### src/hdl/sstq_pkg.sv
// Shared types and constants for the sorted sleep-timer queue.
`default_nettype none
package sstq_pkg;

    localparam int WAKE_W    = 40;
    localparam int TIME_W    = 32;
    localparam int SECS_W    = 16;
    localparam int ID_PORT_W = 8;
    localparam int USEC_W    = 20;
    localparam int PROD_W    = SECS_W - 1 + USEC_W;
    localparam int ID_MAX_W  = 16;

    localparam logic [USEC_W-1:0] USEC_PER_SEC = USEC_W'(1000000);

    typedef enum logic [2:0] {
        KIND_QUEUED  = 3'd0,
        KIND_ZERO    = 3'd1,
        KIND_INVALID = 3'd2,
        KIND_FULL    = 3'd3,
        KIND_WOKEN   = 3'd4,
        KIND_NONE    = 3'd5
    } t_kind;

    typedef enum logic [1:0] {
        S_IDLE,
        S_ADD,
        S_INS,
        S_TICK
    } t_state;

    typedef struct packed {
        logic insert;
        logic pop;
    } t_cell_ctl;

    typedef struct packed {
        logic valid;
        logic ge;
        logic due;
    } t_cell_flags;

endpackage
`default_nettype wire

### src/hdl/sstq_cell.sv
// One queue cell: holds a wake time and id, shifts in on insert, shifts out on pop.
`default_nettype none
module sstq_cell import sstq_pkg::*; #(
    parameter int ID_WIDTH = 8
) (
    input  wire  logic                i_clk,
    input  wire  logic                i_rst_n,
    input  wire  t_cell_ctl           i_ctl,
    input  wire  logic [WAKE_W-1:0]   i_new_wake,
    input  wire  logic [ID_WIDTH-1:0] i_new_id,
    input  wire  logic [WAKE_W-1:0]   i_now,
    input  wire  logic                i_prev_valid,
    input  wire  logic                i_prev_ge,
    input  wire  logic [WAKE_W-1:0]   i_prev_wake,
    input  wire  logic [ID_WIDTH-1:0] i_prev_id,
    input  wire  logic                i_next_valid,
    input  wire  logic [WAKE_W-1:0]   i_next_wake,
    input  wire  logic [ID_WIDTH-1:0] i_next_id,
    output t_cell_flags               o_flags,
    output logic [WAKE_W-1:0]         o_wake,
    output logic [ID_WIDTH-1:0]       o_id
);

    logic                r_valid, n_valid;
    logic [WAKE_W-1:0]   r_wake, n_wake;
    logic [ID_WIDTH-1:0] r_id, n_id;
    logic                ge;

    // empty cells count as later than any new entry
    assign ge = !r_valid || (r_wake >= i_new_wake);

    always_comb begin
        n_valid = r_valid;
        n_wake  = r_wake;
        n_id    = r_id;
        if (i_ctl.pop) begin
            n_valid = i_next_valid;
            n_wake  = i_next_wake;
            n_id    = i_next_id;
        end else if (i_ctl.insert && ge) begin
            if (i_prev_ge) begin
                n_valid = i_prev_valid;
                n_wake  = i_prev_wake;
                n_id    = i_prev_id;
            end else begin
                n_valid = 1'b1;
                n_wake  = i_new_wake;
                n_id    = i_new_id;
            end
        end
    end

    always_ff @(posedge i_clk) begin
        if (!i_rst_n) begin
            r_valid <= 1'b0;
        end else begin
            r_valid <= n_valid;
        end
    end

    always_ff @(posedge i_clk) begin
        r_wake <= n_wake;
        r_id   <= n_id;
    end

    assign o_flags.valid = r_valid;
    assign o_flags.ge    = ge;
    assign o_flags.due   = r_valid && (r_wake <= i_now);
    assign o_wake        = r_wake;
    assign o_id          = r_id;

endmodule
`default_nettype wire

### src/hdl/sorted_sleep_timer_queue.sv
// Top level of the sorted sleep-timer queue: control, wake-time datapath and cell chain.
// Timing: a beat is taken when start is high and busy is low. Negative, zero or
// queue-full sleep requests answer in the next cycle and leave busy low. A queued
// sleep request holds busy through the wake-time add and then the insert into the
// cell chain, and answers in the cycle after the insert. A tick holds busy in
// S_TICK until no further entry is due, at least for the first look, since the
// head of the chain pops one entry per cycle; its results come one per cycle,
// each registered out of S_TICK. Every result is on the output ports for one
// cycle with o_valid high, and the receiver cannot stall it. No clearing pass
// after reset: the queue is empty as soon as reset is released.
`default_nettype none
module sorted_sleep_timer_queue import sstq_pkg::*; #(
    parameter int QUEUE_DEPTH = 16,
    parameter int ID_WIDTH    = 8
) (
    input  wire  logic                   i_clk,
    input  wire  logic                   i_rst_n,
    input  wire  logic                   start,
    output logic                         busy,
    input  wire  logic                   i_operation,
    input  wire  logic [ID_PORT_W-1:0]   i_requester_id,
    input  wire  logic signed [SECS_W-1:0] i_sleep_seconds,
    input  wire  logic [TIME_W-1:0]      i_current_time,
    output logic                         o_valid,
    output logic [2:0]                   o_kind,
    output logic [ID_PORT_W-1:0]         o_woken_id,
    output logic                         o_last
);

    t_state              r_state, n_state;
    logic                r_first, n_first;
    logic                r_strobe, n_strobe;
    t_kind               r_kind, n_kind;
    logic [ID_PORT_W-1:0] r_woken_id, n_woken_id;
    logic                r_last, n_last;

    logic [TIME_W-1:0]   r_now;
    logic [PROD_W-1:0]   r_prod;
    logic [WAKE_W-1:0]   r_wake;
    logic [ID_WIDTH-1:0] r_id;

    logic                accept;
    logic                secs_neg, secs_zero, full;
    logic [PROD_W-1:0]   prod;
    logic [ID_MAX_W-1:0] in_id_wide, out_id_wide;
    logic [WAKE_W-1:0]   now_wide;
    t_cell_ctl           ctl;

    t_cell_flags         cell_flags [QUEUE_DEPTH];
    logic [WAKE_W-1:0]   cell_wake  [QUEUE_DEPTH];
    logic [ID_WIDTH-1:0] cell_id    [QUEUE_DEPTH];

    assign accept     = start && !busy;
    assign secs_neg   = i_sleep_seconds[SECS_W-1];
    assign secs_zero  = (i_sleep_seconds == '0);
    assign full       = cell_flags[QUEUE_DEPTH-1].valid;
    assign prod       = PROD_W'(i_sleep_seconds[SECS_W-2:0]) * PROD_W'(USEC_PER_SEC);
    assign in_id_wide = ID_MAX_W'(i_requester_id);
    assign out_id_wide = ID_MAX_W'(cell_id[0]);
    assign now_wide   = WAKE_W'(r_now);

    always_comb begin
        n_state    = r_state;
        n_first    = r_first;
        n_strobe   = 1'b0;
        n_kind     = KIND_NONE;
        n_woken_id = '0;
        n_last     = 1'b1;
        ctl        = '0;
        unique case (r_state)
            S_IDLE: begin
                if (accept) begin
                    if (i_operation) begin
                        n_state = S_TICK;
                        n_first = 1'b1;
                    end else if (secs_neg) begin
                        n_strobe = 1'b1;
                        n_kind   = KIND_INVALID;
                    end else if (secs_zero) begin
                        n_strobe = 1'b1;
                        n_kind   = KIND_ZERO;
                    end else if (full) begin
                        n_strobe = 1'b1;
                        n_kind   = KIND_FULL;
                    end else begin
                        n_state = S_ADD;
                    end
                end
            end
            S_ADD: begin
                n_state = S_INS;
            end
            S_INS: begin
                ctl.insert = 1'b1;
                n_strobe   = 1'b1;
                n_kind     = KIND_QUEUED;
                n_state    = S_IDLE;
            end
            S_TICK: begin
                n_first  = 1'b0;
                n_strobe = 1'b1;
                if (cell_flags[0].due) begin
                    ctl.pop    = 1'b1;
                    n_kind     = KIND_WOKEN;
                    n_woken_id = out_id_wide[ID_PORT_W-1:0];
                    n_last     = !cell_flags[1].due;
                    if (!cell_flags[1].due) begin
                        n_state = S_IDLE;
                    end
                end else begin
                    // nothing due on the first look
                    n_kind  = KIND_NONE;
                    n_state = S_IDLE;
                end
            end
            default: begin
                n_state = S_IDLE;
            end
        endcase
    end

    always_ff @(posedge i_clk) begin
        if (!i_rst_n) begin
            r_state  <= S_IDLE;
            r_first  <= 1'b0;
            r_strobe <= 1'b0;
        end else begin
            r_state  <= n_state;
            r_first  <= n_first;
            r_strobe <= n_strobe;
        end
    end

    always_ff @(posedge i_clk) begin
        r_kind     <= n_kind;
        r_woken_id <= n_woken_id;
        r_last     <= n_last;
        if (accept && r_state == S_IDLE) begin
            r_now  <= i_current_time;
            r_prod <= prod;
            r_id   <= in_id_wide[ID_WIDTH-1:0];
        end
        if (r_state == S_ADD) begin
            r_wake <= WAKE_W'(r_now) + WAKE_W'(r_prod);
        end
    end

    genvar g;
    generate
        for (g = 0; g < QUEUE_DEPTH; g++) begin : g_cell
            logic                prev_valid, prev_ge, next_valid;
            logic [WAKE_W-1:0]   prev_wake, next_wake;
            logic [ID_WIDTH-1:0] prev_id, next_id;

            if (g == 0) begin : g_head
                assign prev_valid = 1'b1;
                assign prev_ge    = 1'b0;
                assign prev_wake  = '0;
                assign prev_id    = '0;
            end else begin : g_body
                assign prev_valid = cell_flags[g-1].valid;
                assign prev_ge    = cell_flags[g-1].ge;
                assign prev_wake  = cell_wake[g-1];
                assign prev_id    = cell_id[g-1];
            end

            if (g == QUEUE_DEPTH - 1) begin : g_tail
                assign next_valid = 1'b0;
                assign next_wake  = '0;
                assign next_id    = '0;
            end else begin : g_mid
                assign next_valid = cell_flags[g+1].valid;
                assign next_wake  = cell_wake[g+1];
                assign next_id    = cell_id[g+1];
            end

            sstq_cell #(
                .ID_WIDTH(ID_WIDTH)
            ) u_cell (
                .i_clk       (i_clk),
                .i_rst_n     (i_rst_n),
                .i_ctl       (ctl),
                .i_new_wake  (r_wake),
                .i_new_id    (r_id),
                .i_now       (now_wide),
                .i_prev_valid(prev_valid),
                .i_prev_ge   (prev_ge),
                .i_prev_wake (prev_wake),
                .i_prev_id   (prev_id),
                .i_next_valid(next_valid),
                .i_next_wake (next_wake),
                .i_next_id   (next_id),
                .o_flags     (cell_flags[g]),
                .o_wake      (cell_wake[g]),
                .o_id        (cell_id[g])
            );
        end
    endgenerate

    assign busy       = (r_state != S_IDLE);
    assign o_valid    = r_strobe;
    assign o_kind     = r_kind;
    assign o_woken_id = r_woken_id;
    assign o_last     = r_last;

endmodule
`default_nettype wire

### config.mk
export PLATFORM = sky130hd
export DESIGN_NAME = sorted_sleep_timer_queue
export DESIGN_NICKNAME = d
export VERILOG_FILES = /design/src/hdl/sstq_pkg.sv /design/src/hdl/sstq_cell.sv /design/src/hdl/sorted_sleep_timer_queue.sv
export SDC_FILE = /design/constraint.sdc
export NUM_CORES = 2
export LEC_CHECK = 0
export BUFFER_PORTS_ARGS = -buffer_cell sky130_fd_sc_hd__buf_2
export CORE_ASPECT_RATIO = 0.8
export CORE_MARGIN = 1.5
export CORE_UTILIZATION = 60
export DETAILED_ROUTE_END_ITERATION = 7
export PLACE_DENSITY = 0.85
export SYNTH_ARGS = -nofsm -noshare
export SYNTH_HDL_FRONTEND = slang
export SYNTH_SLANG_ARGS = --single-unit
### constraint.sdc
create_clock -name i_clk -period 20.5 [get_ports i_clk]
set_input_delay 1.025 -clock i_clk [delete_from_list [all_inputs] [get_ports i_clk]]
set_output_delay 1.025 -clock i_clk [all_outputs]
set_load 0.1 [all_outputs]
Word level (Yosys, flattened, before mapping):

Index checks and enable logic that the tools add are counted.

* register bits after elaboration: 908
* latch bits: 0
* RAM bits: 0
* ROM bits: 0
* input bits: 60
* output and inout port bits: 14
* memories: 0

* $add $sub $neg: 1
* multipliers: 1
* divide/modulo/power cells: 0
* $lt $le $gt $ge: 18
* eq/ne operators: 8
* shifts and indexed selects: 0
* multiplexer cells: 159
* bitwise operators: 1
* reductions and logical operators: 76

Operators by type and width (number)
* $mux W40: 45
* $ge A40 B40 Y1: 16
* $mux W8: 45
* $le A40 B32 Y1: 2
* $mux W1: 54
* $add A32 B35 Y36: 1
* $reduce_bool A2 Y1: 16
* $mul A15 B14 Y29 const B: 1
* $logic_and A1 B1 Y1: 20
* $logic_not A1 Y1: 18
* $logic_not A16 Y1: 1
* $logic_or A1 B1 Y1: 16
* $mux W3: 5
* $mux W2: 7
* $ne A3 B3 Y1 const B: 4
* $pmux W3 S3: 1
* $pmux W2 S4: 1
* $reduce_and A5 Y1: 1
* $eq A2 B2 Y1 const B: 2
* $reduce_or A2 Y1: 2
* $eq A2 B1 Y1 const B: 1
* $logic_not A2 Y1: 1
* $ne A2 B2 Y1 const B: 1
* $pmux W1 S2: 1
* 2 further kinds: 2

Depth between registers and ports, before layout:

* word-level depth: 6
* depth in mapped cells: 21
* mapped depth without buffers: 21

By module:

Synthesis repeated with hierarchy kept, for this count alone.

* cell total of the unflattened synthesis: 8837
* area total of the unflattened synthesis: 80736.2 sq um

By module, submodules not included
* sstq_cell (g_cell[0].u_cell ...): times used 15, cells an instance 505, area each 4500.6 sq um, seq. area each 1461.4 sq um
* sorted_sleep_timer_queue: times used 1, cells an instance 758, area each 8743.4 sq um, seq. area each 3453.3 sq um
* sstq_cell (g_cell[1].u_cell): times used 1, cells an instance 504, area each 4484.3 sq um, seq. area each 1461.4 sq um

Worst setup path after synthesis:

OpenSTA, ideal clock, no wires.

* kind: flip-flop to flip-flop
* start point: reg r_wake[34]
* end point: reg g_cell[14].u_cell.r_id[0] (enable)
* setup time: 0.520 ns
* arrival time: 6.286 ns
* required time: 19.980 ns
* setup slack: 13.693 ns
* cell stages (with the launch flop): 12
* path buffers: 3
* period minus slack after synthesis: 6.807 ns
* cell sequence: edfxtp_1 -> clkbuf_1 -> clkinv_1 -> ha_1 -> nand4_1 -> or2_2 -> a2111oi_0 -> o31ai_1 -> and3_1 -> clkbuf_1 -> clkbuf_1 -> o21ai_0

* word-level cells in the longest chain between the ends: 4

Ends and longest elaborated chain
* from (decl): RTL line sorted_sleep_timer_queue.sv:39 `logic [WAKE_W-1:0] r_wake;`
* from (signal assigned): RTL line sorted_sleep_timer_queue.sv:144 `r_wake <= WAKE_W'(r_now) + WAKE_W'(r_prod);`
* $ge A40 B40 Y1: RTL line sstq_cell.sv:30 `assign ge = !r_valid || (r_wake >= i_new_wake);`
* $logic_or A1 B1 Y1: RTL line sstq_cell.sv:30
* $logic_and A1 B1 Y1: RTL line sstq_cell.sv:40 `end else if (i_ctl.insert && ge) begin`
* $reduce_bool A2 Y1 (no line)
* to (signal assigned): RTL line sstq_cell.sv:63 `r_id <= n_id;`
* to (decl): RTL line sstq_cell.sv:26 `logic [ID_WIDTH-1:0] r_id, n_id;`

No other way between the ends.
A chain may end at the register's enable or synchronous reset.

Worst setup path in the final report:

* start point: reg g_cell[0].u_cell.r_wake[26]
* end point: reg g_cell[5].u_cell.r_wake[6] (data pin)

* word-level cells in the longest chain between the ends: 5

Ends and longest elaborated chain
* from (decl): RTL line sstq_cell.sv:25 `logic [WAKE_W-1:0] r_wake, n_wake;`
* from (signal assigned): RTL line sstq_cell.sv:62 `r_wake <= n_wake;`
* $le A40 B32 Y1: RTL line sstq_cell.sv:68 `assign o_flags.due = r_valid && (r_wake <= i_now);`
* $logic_and A1 B1 Y1: RTL line sstq_cell.sv:68
* $mux W1: RTL line sorted_sleep_timer_queue.sv:102 `if (cell_flags[0].due) begin`
* $mux W1: RTL line sorted_sleep_timer_queue.sv:70 `unique case (r_state)`
* $mux W40: RTL line sstq_cell.sv:36 `if (i_ctl.pop) begin`
* via g_cell[5].u_cell.n_wake[6]: RTL line sstq_cell.sv:25
* to (signal assigned): RTL line sstq_cell.sv:62
* to (decl): RTL line sstq_cell.sv:25

The timed path passes the listed nets, and every way through them passes these cells.

==> impl.org <==
** Power
- Summed over all cells, the static leakage comes to about 28 nW.
- Across the VDD grid, the largest voltage drop is ~67 uV.
- Power per cell area :: between 80 and 90 nW/um^2
- Power consumption :: between 0.005 and 0.006 W

** Die
- Width of the chip :: around 360 um
- The region available for standard cell placement spans ~100000 um^2.
- I/O pins :: 74
- Chip Height :: between 200 and 300 um
- Effective utilization at floorplan :: 0.604
- The initialized floorplan defines between 100 and 150 standard-cell rows.
- Die area :: 103000 um^2

** Timing
- Headroom to the max-slew limit came out at 0.184.
- Number of pins exceeding their max-slew limit in the final report :: 0
- Subtracting the final worst setup slack from the clock period gives between 6 and 7 ns.
- Slew of the pin with the lowest slew margin :: between 1 and 1.5 ns
- Final critical-path share of the clock period :: 0.327
- Peak Freq :: between 0.1 and 0.15 GHz
- Worst clock skew :: roughly 0.032 ns
- Post-route setup TNS :: 0 ns
- Setup repair after global routing left no endpoint under its margin.
- Final hold violation count :: 0
- Setup violations remaining at the end of the flow were counted as 0.

** Clock tree
- H-tree Lvls :: 3
- Post-cts sizing count :: 0
- Buffers inserted to repair hold after CTS numbered 0.
- CTS saw 904 sinks.
- Worst skew pair latency :: 0.68 ns
- In this run the deepest clock path goes through 3 buffers.
- Buffers added to address setup during post-CTS repair amount to 0.
- Clock root buffer :: sky130_fd_sc_hd__clkbuf_16
- Counting the buffers created by CTS gives between 90 and 100.
- After clock tree synthesis, the clock-pin slew on the worst setup and hold paths is approximately 0.060 ns.
- TritonCTS built the clock tree.

** Logic synthesis
- Share of synthesized flip-flops with an asynchronous set or reset :: 0
- Seq cells post-synth :: roughly 900
- Most area-consuming cells after synthesis :: sky130_fd_sc_hd__edfxtp_1 (41%), sky130_fd_sc_hd__ha_1 (16%), sky130_fd_sc_hd__nand2_1 (6.3%), sky130_fd_sc_hd__mux2i_1 (6.3%), sky130_fd_sc_hd__o21ai_0 (4.2%)
- Counting every instance in the synthesized netlist gives 6087.
- Most instantiated flip-flop cell in the synthesis netlist :: sky130_fd_sc_hd__edfxtp_1
- After synthesis the cells add up to 60700 um^2.
- Each instance of the synthesized netlist takes up on average about 10 um^2.
- Most area-hungry cell type in the Yosys netlist :: sky130_fd_sc_hd__edfxtp_1
- Yosys printed 0 warnings.
- Counting distinct cell types in the post-synthesis netlist gives 76.
- Share of the yosys chip area belonging to registers :: 0.434
- Area fraction of the dominant cell type after synthesis :: 0.408
- Number of nets produced by synthesis :: around 7000
- Yosys mapped a number of flops with a built-in enable equal to between 800 and 900.

** Worst setup path
- At the worst endpoint, the arrival time is just over 7 ns.
- The worst register-to-register path has a depth of 12.
- In this run the worst setup path terminates at g_cell[5].u_cell.o_wake[6].
- Worst setup slack for register-to-register paths :: 13.80 ns
- Sort of element at the end of the critical path :: flip-flop
- The worst register-to-register path begins at g_cell[0].u_cell.o_wake[26].
- The most critical setup path has its startpoint at g_cell[0].u_cell.o_wake[26].
- Category of the critical setup timing path :: flip-flop to flip-flop
- FF-to-FF End :: g_cell[5].u_cell.o_wake[6]
- Of all nets on the critical path, the largest fanout is 110.
- The worst setup path is launched from a flip-flop.
- Data on the critical path is required at its endpoint by roughly 21 ns.

** Cells and area
- Commonest non-fill, non-tap cell in the layout :: sky130_fd_sc_hd__nand2_1
- P&R area growth vs syn :: 7.17%
- Total of fill cells in the finished design :: roughly 7400
- Leaving out fill and tap cells, the most frequent cells in the layout are sky130_fd_sc_hd__nand2_1 (1010), sky130_fd_sc_hd__edfxtp_1 (825), sky130_fd_sc_hd__ha_1 (775).
- Proportion of layout cells with a drive suffix above 1 :: 0.0578
- The sequential cells in the finished layout cover a total of ~26000 um^2.
- Final layout net count :: just under 7000
- In the final layout, the multi-input gates occupy around 32000 um^2.

** Routing
- Via-per-instance ratio :: around 6.4
- The first detailed-routing pass ran for 8 iterations.
- Detailed routing inserted a total of about 48000 vias.
- Final antenna-violating net count :: 0
- DRC viols :: 0
- Routed length per placed instance :: between 20 and 25 um
- Number of DRC violations after detailed-routing iteration 0 :: between 6000 and 7000
- Summed over all layers, the routed wires come to about 160000 um.

** Run
- Max-cap violations in this run came to 0.

** Global routing
- Remaining Overflow, GRT :: 0
- The first global-routing pass estimated approximately 250000 um of wire.
- Number of antenna violations at the first check in global routing :: 3
- Entering global routing, the biggest net connects around 230 pins.
- Aggregate global-route resource usage :: 0.299
- The via count of the first global-routing pass is roughly 46000.

** Outcome
- The flow ran to the end, and the final reports show no timing, DRC or antenna violations.

** Place
- The congestion estimate from routability-driven global placement came to a little over 0.9.
- In this run the tool buffered the top-level ports with 73 buffer cells.
- The HPWL after detailed placement is 114000 um.

** Min path
- Path type of the worst min-delay path :: flip-flop to flip-flop
## sequential cells by signal, indices dropped and copies added (netlist names), 2 cells and up
name and count:
o_kind 3, g_cell.u_cell.o_wake 640, g_cell.u_cell.o_id 128, o_woken_id 8
r_wake 36, r_now 32, r_prod 29, r_id 8
r_state 2, g_cell.u_cell.r_valid 16
## per-layer routing
layer | GRT usage | part of all wire | vias to the layer above
li1 | - | - | 22150
met1 | 0.426 | 0.41 | 22529
met2 | 0.461 | 0.44 | 2716
met3 | 0.0490 | 0.11 | 327
met4 | 0.106 | 0.036 | 6
met5 | 0 | 0.00022 | -
## synth_stat cells, drive strengths merged (35+ instances only)
library cell,number
nand2,1022
edfxtp,825
o21ai,817
ha,775
a21oi,446
mux2i,382
nor2,339
clkbuf,193
a21o,190
inv,162
buf,139
nand4,95
dfxtp,79
a31oi,57
fa,51
nand3,39
clkinv,35
nor2b,35
## worst min-delay path by stage
stage | start | endpoint | slack (ns) | cells after the start
4_1_cts | r_now[5] | r_wake[5] | 0.47 | 0
6_report | r_now[5] | r_wake[5] | 0.46 | 0
3_5_place_dp | r_now[5] | r_wake[5] | 0.45 | 0
2_1_floorplan | r_now[1] | r_wake[1] | 0.43 | 0
3_3_place_gp | r_now[5] | r_wake[5] | 0.44 | 0
5_1_grt | g_cell[0].u_cell.o_id[4] | o_woken_id[4] | 0.49 | 1
## power breakdown
part | switching (W) | leakage, nW | internal, W | total (W)
Clock | 0.000756 | 1.53 | 0.00101 | 0.00177
Sequential | 0.000144 | 8.27 | 0.00220 | 0.00235
Combinational | 0.000796 | 17.8 | 0.000575 | 0.00137
## critical path: stages, from the launching register on
cell                       delay, ns
sky130_fd_sc_hd__edfxtp_1       0.45
sky130_fd_sc_hd__ha_1           0.34
sky130_fd_sc_hd__and4_1         0.20
sky130_fd_sc_hd__and4b_1        0.29
sky130_fd_sc_hd__nand3_1        0.16
sky130_fd_sc_hd__a21oi_1        0.16
sky130_fd_sc_hd__a211oi_2       0.63
sky130_fd_sc_hd__o2111a_2       0.32
sky130_fd_sc_hd__buf_4          0.72
sky130_fd_sc_hd__buf_4          0.88
sky130_fd_sc_hd__buf_4          0.88
sky130_fd_sc_hd__buf_4          0.85
sky130_fd_sc_hd__o21ai_0        0.28
## final cells by class
type / count / share of cell area
clock buffer: 130 / 0.0410
tap: 1325 / 0.0255
inverter: 197 / 0.0114
multi-input combinational: 4654 / 0.494
antenna: 1 / 0.0000385
sequential: 904 / 0.405
clock inverter: 48 / 0.00718
timing repair buffer: 153 / 0.0152
## stage by stage
stage | instances | hold slack [ns] | instance area, um^2 | utilization | setup WS, ns
floorplan | 6087 | 0.426 | 60700 | - | 13.69
global placement | 7233 | 0.436 | 61900 | 0.616 | 13.91
detailed placement | 7233 | 0.449 | 61900 | 0.616 | 13.74
CTS | 7411 | 0.467 | 65000 | 0.647 | 14.00
global route | 7411 | 0.495 | 65000 | 0.647 | 13.46
finish | 7412 | 0.465 | 65000 | 0.647 | 13.80
## cells by family after synthesis
kind of cell / share of synthesized area
adders and majority gates: 0.177
and+or+nand+nor: 0.120
buffers and inverters: 0.0402
AOI/OAI and AO/OA: 0.159
xor gates and xnor gates: 0.00708
muxes: 0.0630
DFF: 0.434
No activity file was read; power rests on OpenSTA's default activity.
